[config.mk]
export PLATFORM = sky130hd
export DESIGN_NAME = rtp_ts_pcr_and_stream_classifier
export DESIGN_NICKNAME = d
export VERILOG_FILES = /design/src/rtl/rtpts_pkg.sv /design/src/rtl/rtpts_front.sv /design/src/rtl/rtpts_queue.sv /design/src/rtl/rtpts_pcr_conv.sv /design/src/rtl/rtp_ts_pcr_and_stream_classifier.sv
export SDC_FILE = /design/constraint.sdc
export NUM_CORES = 2
export LEC_CHECK = 0
export BUFFER_PORTS_ARGS = -buffer_cell sky130_fd_sc_hd__buf_2
export CORE_MARGIN = 10
export CORE_UTILIZATION = 45
export DETAILED_ROUTE_END_ITERATION = 16
export SLEW_MARGIN = 20
export SYNTH_ARGS = -nofsm -noshare
export SYNTH_HDL_FRONTEND = slang
export SYNTH_HIERARCHICAL = 1
export SYNTH_SLANG_ARGS = --single-unit
[constraint.sdc]
create_clock -name clk -period 10.8 [get_ports clk]
set_clock_uncertainty 0.15 [all_clocks]
set_input_delay 0.54 -clock clk [delete_from_list [all_inputs] [get_ports clk]]
set_output_delay 0.54 -clock clk [all_outputs]
set_load 0.005 [all_outputs]
[src/rtl/rtpts_pkg.sv]
// ----------------------------------------------------------------------------
// rtpts_pkg
// Shared types, codes and constants for the RTP / transport stream PCR
// extractor and stream classifier.
// ----------------------------------------------------------------------------
package rtpts_pkg;

	// rtp header length default and transport packet size
	localparam int RTP_HDR_BYTES_DEF = 12;
	localparam int TS_PACKET_BYTES   = 188;
	localparam int TS_POS_W          = 8;

	// byte positions inside a transport packet
	localparam logic [TS_POS_W-1:0] POS_SYNC      = 8'd0;
	localparam logic [TS_POS_W-1:0] POS_PID_HI    = 8'd1;
	localparam logic [TS_POS_W-1:0] POS_PID_LO    = 8'd2;
	localparam logic [TS_POS_W-1:0] POS_PCR_FIRST = 8'd6;
	localparam logic [TS_POS_W-1:0] POS_PCR_LAST  = 8'd11;
	localparam logic [TS_POS_W-1:0] POS_TS_LAST   = 8'(TS_PACKET_BYTES - 1);

	// pid and configuration
	localparam int PID_W = 13;
	localparam int CFG_IDX_W = 2;
	localparam logic [CFG_IDX_W-1:0] CFG_PCR_PID   = 2'd0;
	localparam logic [CFG_IDX_W-1:0] CFG_VIDEO_PID = 2'd1;
	localparam logic [CFG_IDX_W-1:0] CFG_AUDIO_PID = 2'd2;
	localparam logic [PID_W-1:0] PCR_PID_RST   = 13'h1000;
	localparam logic [PID_W-1:0] VIDEO_PID_RST = 13'h1011;
	localparam logic [PID_W-1:0] AUDIO_PID_RST = 13'h1100;

	// media kind codes
	localparam logic [1:0] KIND_AUDIO = 2'd0;
	localparam logic [1:0] KIND_VIDEO = 2'd1;
	localparam logic [1:0] KIND_NONE  = 2'd2;

	// pcr search progress
	typedef enum logic [1:0] {
		SEARCHING = 2'd0,
		CAPTURING = 2'd1,
		DONE      = 2'd2
	} pcr_search_t;

	// pcr field layout and conversion constants
	localparam int PCR_BITS  = 48;
	localparam int BASE_W    = 33;
	localparam int EXT_W     = 9;
	localparam int MS_W      = 27;
	// base/90 is worked as (base>>1)/45 by a reciprocal multiply
	localparam int            RECIP_SHIFT = 37;
	localparam logic [31:0]   RECIP_45    = 32'd3054198966;
	localparam logic [31:0]   DIV_45      = 32'd45;
	localparam logic [6:0]    REM_45      = 7'd45;
	localparam logic [14:0]   MUL_300     = 15'd300;
	localparam logic [14:0]   TICKS_27000 = 15'd27000;

	// queue between parser and converter
	localparam int QUEUE_DEPTH = 4;
	localparam int QUEUE_PTR_W = 2;
	localparam int QUEUE_CNT_W = 3;

	// input word: one packet byte
	typedef struct packed {
		logic [7:0] data_byte;
		logic       last_byte;
	} pkt_word_t;

	// result word: one per rtp packet
	typedef struct packed {
		logic            pcr_valid;
		logic [MS_W-1:0] pcr_ms;
		logic [1:0]      media_kind;
		logic            malformed;
	} res_word_t;

	// per-packet summary handed from parser to converter
	typedef struct packed {
		logic              pcr_done;
		logic [BASE_W-1:0] base_90k;
		logic [EXT_W-1:0]  pcr_ext;
		logic [1:0]        media_kind;
		logic              malformed;
	} rec_t;

endpackage

[src/rtl/rtpts_front.sv]
// ----------------------------------------------------------------------------
// rtpts_front
// Byte parser: skips the rtp header, walks transport packets, captures the
// first pcr field, sets the media kind and emits one summary per rtp packet.
// ----------------------------------------------------------------------------
module rtpts_front
	import rtpts_pkg::*;
#(
	parameter int RTP_HEADER_BYTES = RTP_HDR_BYTES_DEF
) (
	input  logic                 clk,
	input  logic                 arst_n,
	input  logic                 pkt_valid,
	output logic                 pkt_stall,
	input  pkt_word_t            pkt_word,
	input  logic                 cfg_valid,
	output logic                 cfg_ready,
	input  logic [CFG_IDX_W-1:0] cfg_index,
	input  logic [PID_W-1:0]     cfg_data,
	output logic                 push,
	output rec_t                 rec,
	input  logic                 full
);

	localparam int HCW = $clog2(RTP_HEADER_BYTES + 1);

	logic [PID_W-1:0] pcr_pid_q, video_pid_q, audio_pid_q;

	logic [HCW-1:0]      hdr_q, hdr_n;
	logic [TS_POS_W-1:0] pos_q, pos_n;
	logic                seen_q, seen_n;
	logic [4:0]          pidhi_q, pidhi_n;
	logic                is_pcr_q, is_pcr_n;
	logic [PCR_BITS-1:0] shift_q, shift_n;
	pcr_search_t         search_q, search_n;
	logic [1:0]          kind_q, kind_n;

	logic             acc, in_hdr, packet_end;
	logic [PID_W-1:0] pid;

	assign cfg_ready = 1'b1;
	assign pkt_stall = full;
	assign acc       = pkt_valid && !pkt_stall;
	assign push      = acc && pkt_word.last_byte;

	// configuration registers
	always_ff @(posedge clk or negedge arst_n) begin
		if (!arst_n) begin
			pcr_pid_q   <= PCR_PID_RST;
			video_pid_q <= VIDEO_PID_RST;
			audio_pid_q <= AUDIO_PID_RST;
		end else if (cfg_valid && cfg_ready) begin
			unique case (cfg_index)
				CFG_PCR_PID:   pcr_pid_q   <= cfg_data;
				CFG_VIDEO_PID: video_pid_q <= cfg_data;
				CFG_AUDIO_PID: audio_pid_q <= cfg_data;
				default: ;
			endcase
		end
	end

	// next parse state for the byte on the port
	always_comb begin
		hdr_n      = hdr_q;
		pos_n      = pos_q;
		seen_n     = seen_q;
		pidhi_n    = pidhi_q;
		is_pcr_n   = is_pcr_q;
		shift_n    = shift_q;
		search_n   = search_q;
		kind_n     = kind_q;
		pid        = {pidhi_q, pkt_word.data_byte};
		in_hdr     = hdr_q < HCW'(RTP_HEADER_BYTES);
		packet_end = 1'b0;
		if (in_hdr) begin
			hdr_n = hdr_q + 1'b1;
		end else begin
			seen_n = 1'b1;
			if (pos_q == POS_SYNC) is_pcr_n = 1'b0;
			if (pos_q == POS_PID_HI) pidhi_n = pkt_word.data_byte[4:0];
			if (pos_q == POS_PID_LO) begin
				if (search_q == SEARCHING && pid == pcr_pid_q) begin
					search_n = CAPTURING;
					is_pcr_n = 1'b1;
				end
				if (kind_q == KIND_NONE) begin
					if (pid == video_pid_q) kind_n = KIND_VIDEO;
					else if (pid == audio_pid_q) kind_n = KIND_AUDIO;
				end
			end
			if (is_pcr_n && pos_q >= POS_PCR_FIRST && pos_q <= POS_PCR_LAST) begin
				shift_n = {shift_q[PCR_BITS-9:0], pkt_word.data_byte};
				if (pos_q == POS_PCR_LAST) begin
					search_n = DONE;
					is_pcr_n = 1'b0;
				end
			end
			packet_end = pos_q >= POS_TS_LAST;
			pos_n      = packet_end ? '0 : pos_q + 1'b1;
		end
	end

	// summary of the packet as it stands after its last byte
	always_comb begin
		rec.pcr_done   = search_n == DONE;
		rec.base_90k   = shift_n[PCR_BITS-1 -: BASE_W];
		rec.pcr_ext    = shift_n[EXT_W-1:0];
		rec.media_kind = kind_n;
		rec.malformed  = !(seen_n && packet_end);
	end

	// parse state, cleared after every last byte
	always_ff @(posedge clk or negedge arst_n) begin
		if (!arst_n) begin
			hdr_q    <= '0;
			pos_q    <= '0;
			seen_q   <= 1'b0;
			pidhi_q  <= '0;
			is_pcr_q <= 1'b0;
			shift_q  <= '0;
			search_q <= SEARCHING;
			kind_q   <= KIND_NONE;
		end else if (acc) begin
			if (pkt_word.last_byte) begin
				hdr_q    <= '0;
				pos_q    <= '0;
				seen_q   <= 1'b0;
				pidhi_q  <= '0;
				is_pcr_q <= 1'b0;
				shift_q  <= '0;
				search_q <= SEARCHING;
				kind_q   <= KIND_NONE;
			end else begin
				hdr_q    <= hdr_n;
				pos_q    <= pos_n;
				seen_q   <= seen_n;
				pidhi_q  <= pidhi_n;
				is_pcr_q <= is_pcr_n;
				shift_q  <= shift_n;
				search_q <= search_n;
				kind_q   <= kind_n;
			end
		end
	end

`ifndef SYNTHESIS
	// the capture is always closed by the time the search is marked done
	a_done_not_capturing: assert property (@(posedge clk) disable iff (!arst_n)
		(search_q == DONE) |-> !is_pcr_q)
		else $error("pcr capture still open after search done");
`endif

endmodule

[src/rtl/rtpts_queue.sv]
// ----------------------------------------------------------------------------
// rtpts_queue
// Short first-in first-out queue of packet summaries between the parser and
// the pcr converter.
// ----------------------------------------------------------------------------
module rtpts_queue
	import rtpts_pkg::*;
(
	input  logic clk,
	input  logic arst_n,
	input  logic push,
	input  rec_t push_rec,
	output logic full,
	output logic nonempty,
	input  logic pop,
	output rec_t pop_rec
);

	rec_t                   mem [QUEUE_DEPTH];
	logic [QUEUE_PTR_W-1:0] wr_ptr_q, rd_ptr_q;
	logic [QUEUE_CNT_W-1:0] cnt_q;

	assign full     = cnt_q == QUEUE_CNT_W'(QUEUE_DEPTH);
	assign nonempty = cnt_q != '0;
	assign pop_rec  = mem[rd_ptr_q];

	// storage
	always_ff @(posedge clk) begin
		if (push) mem[wr_ptr_q] <= push_rec;
	end

	// pointers and fill count
	always_ff @(posedge clk or negedge arst_n) begin
		if (!arst_n) begin
			wr_ptr_q <= '0;
			rd_ptr_q <= '0;
			cnt_q    <= '0;
		end else begin
			if (push) wr_ptr_q <= wr_ptr_q + 1'b1;
			if (pop) rd_ptr_q <= rd_ptr_q + 1'b1;
			if (push && !pop) cnt_q <= cnt_q + 1'b1;
			else if (pop && !push) cnt_q <= cnt_q - 1'b1;
		end
	end

`ifndef SYNTHESIS
	// parser must hold off while the queue is full
	a_no_push_full: assert property (@(posedge clk) disable iff (!arst_n)
		push |-> !full)
		else $error("word pushed into full queue");
	// converter only pops a held word
	a_no_pop_empty: assert property (@(posedge clk) disable iff (!arst_n)
		pop |-> nonempty)
		else $error("word popped from empty queue");
	// count tracks pointer distance
	a_cnt_ptr: assert property (@(posedge clk) disable iff (!arst_n)
		cnt_q[QUEUE_PTR_W-1:0] == QUEUE_PTR_W'(wr_ptr_q - rd_ptr_q))
		else $error("queue count out of step with pointers");
`endif

endmodule

[src/rtl/rtpts_pcr_conv.sv]
// ----------------------------------------------------------------------------
// rtpts_pcr_conv
// Four-stage pipeline turning base*300+ext into milliseconds, worked as
// base/90 by reciprocal multiply plus a remainder correction.
// ----------------------------------------------------------------------------
module rtpts_pcr_conv
	import rtpts_pkg::*;
(
	input  logic      clk,
	input  logic      arst_n,
	input  logic      rec_valid,
	output logic      rec_pop,
	input  rec_t      rec,
	output logic      res_valid,
	input  logic      res_stall,
	output res_word_t res_word
);

	logic rdy1, rdy2, rdy3, rdy4;
	logic v_s1, v_s2, v_s3;

	// sideband carried along the pipe
	logic             done_s1, done_s2, done_s3;
	logic [EXT_W-1:0] ext_s1, ext_s2, ext_s3;
	logic [1:0]       kind_s1, kind_s2, kind_s3;
	logic             mal_s1, mal_s2, mal_s3;
	logic             b0_s1, b0_s2;

	logic [31:0]     c_s1;
	logic [63:0]     prod_s1;
	logic [MS_W-1:0] q_s2, q_s3;
	logic [6:0]      rem_s2, m_s3;

	logic [31:0]     c_in;
	logic [MS_W-1:0] q_est;
	logic [31:0]     rem32;
	logic [14:0]     t_frac;
	logic [MS_W-1:0] ms;

	// stage advance chain
	assign rdy4    = !res_valid || !res_stall;
	assign rdy3    = !v_s3 || rdy4;
	assign rdy2    = !v_s2 || rdy3;
	assign rdy1    = !v_s1 || rdy2;
	assign rec_pop = rec_valid && rdy1;

	assign c_in  = rec.base_90k[BASE_W-1:1];
	assign q_est = prod_s1[63:RECIP_SHIFT];
	assign rem32 = c_s1 - ({5'b0, q_est} * DIV_45);

	// valid bits
	always_ff @(posedge clk or negedge arst_n) begin
		if (!arst_n) begin
			v_s1      <= 1'b0;
			v_s2      <= 1'b0;
			v_s3      <= 1'b0;
			res_valid <= 1'b0;
		end else begin
			if (rdy1) v_s1 <= rec_valid;
			if (rdy2) v_s2 <= v_s1;
			if (rdy3) v_s3 <= v_s2;
			if (rdy4) res_valid <= v_s3;
		end
	end

	// stage 1: reciprocal product of base/2
	always_ff @(posedge clk) begin
		if (rdy1) begin
			c_s1    <= c_in;
			prod_s1 <= 64'(c_in) * 64'(RECIP_45);
			b0_s1   <= rec.base_90k[0];
			done_s1 <= rec.pcr_done;
			ext_s1  <= rec.pcr_ext;
			kind_s1 <= rec.media_kind;
			mal_s1  <= rec.malformed;
		end
	end

	// stage 2: estimated quotient and raw remainder
	always_ff @(posedge clk) begin
		if (rdy2) begin
			q_s2    <= q_est;
			rem_s2  <= rem32[6:0];
			b0_s2   <= b0_s1;
			done_s2 <= done_s1;
			ext_s2  <= ext_s1;
			kind_s2 <= kind_s1;
			mal_s2  <= mal_s1;
		end
	end

	// stage 3: one-step correction, remainder modulo 90
	always_ff @(posedge clk) begin
		if (rdy3) begin
			if (rem_s2 >= REM_45) begin
				q_s3 <= q_s2 + 1'b1;
				m_s3 <= {6'(rem_s2 - REM_45), b0_s2};
			end else begin
				q_s3 <= q_s2;
				m_s3 <= {rem_s2[5:0], b0_s2};
			end
			done_s3 <= done_s2;
			ext_s3  <= ext_s2;
			kind_s3 <= kind_s2;
			mal_s3  <= mal_s2;
		end
	end

	// stage 4: carry of the leftover ticks, result register
	always_comb begin
		t_frac = ({8'b0, m_s3} * MUL_300) + {6'b0, ext_s3};
		ms     = done_s3 ? (q_s3 + MS_W'(t_frac >= TICKS_27000)) : '0;
	end

	always_ff @(posedge clk) begin
		if (rdy4) begin
			res_word.pcr_valid  <= ms != '0;
			res_word.pcr_ms     <= ms;
			res_word.media_kind <= kind_s3;
			res_word.malformed  <= mal_s3;
		end
	end

`ifndef SYNTHESIS
	// reciprocal estimate is never more than one short
	a_rem_range: assert property (@(posedge clk) disable iff (!arst_n)
		v_s2 |-> (rem_s2 < 7'd90))
		else $error("quotient estimate off by more than one");
`endif

endmodule

[src/rtl/rtp_ts_pcr_and_stream_classifier.sv]
// ----------------------------------------------------------------------------
// rtp_ts_pcr_and_stream_classifier
// Path: a summary passes the queue, converter stages 1 to 3, result register.
// Throughput: one byte per cycle unless the 4-word summary queue is full;
// up to one result per cycle unless res_stall, via the four-stage converter.
// Reset: asynchronous, clears parse state, queue and pipeline valid bits and
// loads the pid registers with their defaults; no clearing pass.
// ----------------------------------------------------------------------------
module rtp_ts_pcr_and_stream_classifier
	import rtpts_pkg::*;
#(
	parameter int RTP_HEADER_BYTES = RTP_HDR_BYTES_DEF
) (
	input  logic                 clk,
	input  logic                 arst_n,
	input  logic                 pkt_valid,
	output logic                 pkt_stall,
	input  pkt_word_t            pkt_word,
	output logic                 res_valid,
	input  logic                 res_stall,
	output res_word_t            res_word,
	input  logic                 cfg_valid,
	output logic                 cfg_ready,
	input  logic [CFG_IDX_W-1:0] cfg_index,
	input  logic [PID_W-1:0]     cfg_data
);

	logic push, full, nonempty, pop;
	rec_t push_rec, pop_rec;

	// parser front
	rtpts_front #(
		.RTP_HEADER_BYTES(RTP_HEADER_BYTES)
	) u_front (
		.clk       (clk),
		.arst_n    (arst_n),
		.pkt_valid (pkt_valid),
		.pkt_stall (pkt_stall),
		.pkt_word  (pkt_word),
		.cfg_valid (cfg_valid),
		.cfg_ready (cfg_ready),
		.cfg_index (cfg_index),
		.cfg_data  (cfg_data),
		.push      (push),
		.rec       (push_rec),
		.full      (full)
	);

	// summary queue
	rtpts_queue u_queue (
		.clk      (clk),
		.arst_n   (arst_n),
		.push     (push),
		.push_rec (push_rec),
		.full     (full),
		.nonempty (nonempty),
		.pop      (pop),
		.pop_rec  (pop_rec)
	);

	// millisecond converter back end
	rtpts_pcr_conv u_conv (
		.clk       (clk),
		.arst_n    (arst_n),
		.rec_valid (nonempty),
		.rec_pop   (pop),
		.rec       (pop_rec),
		.res_valid (res_valid),
		.res_stall (res_stall),
		.res_word  (res_word)
	);

endmodule
==> impl_metrics.py <==
metrics = {
    "worst_setup_path": {
        "crit_arrival_ps": 9270,
        "worstPathRequired_ps": 10980,
        "cp_max_fo": 25,
        "cp-end-kind": "register",
        "worst-setup-path-type": "reg -> reg",
        "cp-start-kind": "register",
    },
    "final_layout": {
        "fin_cells": 4095,
        "final_common_cell": "inv_1",
        "nFillCells": 7143,
        "multi_input_area_sq_um": 20500,
        "final-seq-area_sq_um": 13300,
        "nNetsFinal": 3809,
        "design_area_sq_um": 39400,
        "drive_above_1_share_pct": 9.39,
        "syn2layout_area_growth_pct": 8.51,
        "final_cell_mix": "inv_1 (567), ha_1 (421), fa_1 (364), edfxtp_1 (344), dfrtp_1 (111)",
    },
    "floorplan": {
        "io_pins": 63,
        "die_h_um": 304,
        "start_util_pct": 45.2,
        "row_count": 104,
        "die_w_um": 304,
        "core_sq_um": 80300,
        "die_area_sq_um": 92400,
    },
    "logic_synthesis": {
        "avgSynthCellArea_sq_um": 12.4,
        "syn_nets": 3738,
        "yosys_warnings": 6,
        "synthCells": 2924,
        "syn_area_sq_um": 36300,
    },
    "clock_network": {
        "cts_setup_buffers": 0,
        "cts_tree": "yes",
        "h-tree-depth": 2,
        "clk_pin_slew_ps": 60,
        "ctsResizeCount": 0,
        "cts.sinks": 464,
        "cts_buffers": 48,
        "worstSkewPairLatency_ps": 630,
        "clockBufferDepth": 3,
        "holdBufCountCts": 1,
        "cts_root_buf": "clkbuf_16",
    },
    "timing": {
        "fmax_ghz": 0.110,
        "fin_ws_ps": 1700,
        "tightest_slew_ps": 1030,
        "setup_tns_ps": 0,
        "rsz0062_at_grt": "false",
        "period_minus_slack_ps": 9100,
        "finalSetupViolCount": 0,
        "finalHoldViolCount": 0,
        "max-slew-margin-rel_pct": 31.2,
        "finalCritPeriodShare_pct": 84.2,
        "report.final.slew_viol_count": 0,
    },
    "placement": {
        "post-place-ws_ps": 1730,
        "place_area_sq_um": 37700,
        "dp_hpwl_um": 75200,
        "placed_cells": 4004,
        "port_buffers": 61,
        "gp_congestion": 0.990,
    },
    "global_routing": {
        "track_usage_pct": 19.8,
        "grt_pass1_wl_um": 144000,
        "overflow": 0,
        "grt_pass1_vias": 24016,
        "grt_max_degree": 66,
        "antenna_found_initial": 1,
    },
    "route": {
        "drc": 0,
        "viasPerCell": 5.42,
        "final_antenna_net_count": 0,
        "routed_wl_um": 91900,
        "avgRoutedWirePerCell_um": 22.4,
        "drt_iter0_drc": 1494,
        "num_vias": 22197,
        "first_pass_iters": 5,
    },
    "min_path": {
        "min-delay-path-class": "in -> reg",
    },
    "job": {
        "maxCapViolCount": 0,
    },
    "outcome": {
        "status": "finished, final reports clean",
    },
}
[cell type report]
cell class / count / share of cell area, %
diodes: 1 / 0.00636
clock buffers: 66 / 3.32
clock inverters: 23 / 0.779
inverters: 567 / 5.41
multi-input cells: 1831 / 52.0
flip-flops and latches: 464 / 33.9
well taps: 1060 / 3.37
repair buffers: 83 / 1.21
[state kept, by name (all words and copies together) (netlist names), 27 cells and up]
name             cells
u_conv/q_s2         27
u_front/shift_q     48
u_conv/prod_s1      27
u_queue/mem        176
u_conv/res_word     31
u_conv/q_s3         27
[layer usage]
| layer | share of wire, % | up-vias | routed length, um | GRT usage, % |
|---|---|---|---|---|
| met1 | 43 | 11379 | 39900 | 25.9 |
| met3 | 4.0 | 116 | 3680 | 2.51 |
| met2 | 50 | 501 | 45900 | 34.4 |
| li1 | - | 10201 | - | - |
| met4 | 2.6 | 0 | 2410 | 5.34 |
| met5 | 0 | - | 0 | 0 |
[through the flow]
step	hold WS, ps	utilization, %
global placement	252	47.0
global route	12.7	49.0
CTS	4.64	49.0
finish	30.2	49.0
floorplan	94.4	-
detailed placement	255	47.0
[worst paths after layout]
path / from / endpoint / slack (ps) / depth (start not counted)
setup reg to reg: u_queue/rd_ptr_q[0] / u_conv/prod_s1[59] / 1700 / 25
hold / removal: cfg_data[5] / u_front/audio_pid_q[5] / 30 / 2
max in group asynchronous: arst_n / u_queue/rd_ptr_q[0] / 8750 / 3
hold reg to reg: u_conv/ext_s2[4] / u_conv/ext_s3[4] / 270 / 0
setup / recovery: u_queue/rd_ptr_q[0] / u_conv/prod_s1[59] / 1700 / 25
min in group asynchronous: arst_n / u_front/pos_q[1] / 430 / 2
[worst max-delay path, cell delays in order, from the launching register on]
cell and delay [ps]:
dfrtp_2 920, mux4_2 750, ha_1 630, inv_1 170, fa_1 520, inv_1 60, fa_1 520, fa_1 540
inv_1 60, fa_1 440, fa_1 510, inv_1 50, fa_1 480, inv_1 50, fa_1 470, inv_1 40
ha_1 330, nand4_1 180, or4_1 610, nor3_1 290, and2_1 180, a31o_2 160, o2111ai_4 170, a21oi_2 260
o31ai_1 120, xnor2_1 130
Power is not shown: default switching activity piles up to over one toggle a cycle in this logic, so the estimate is an artifact.
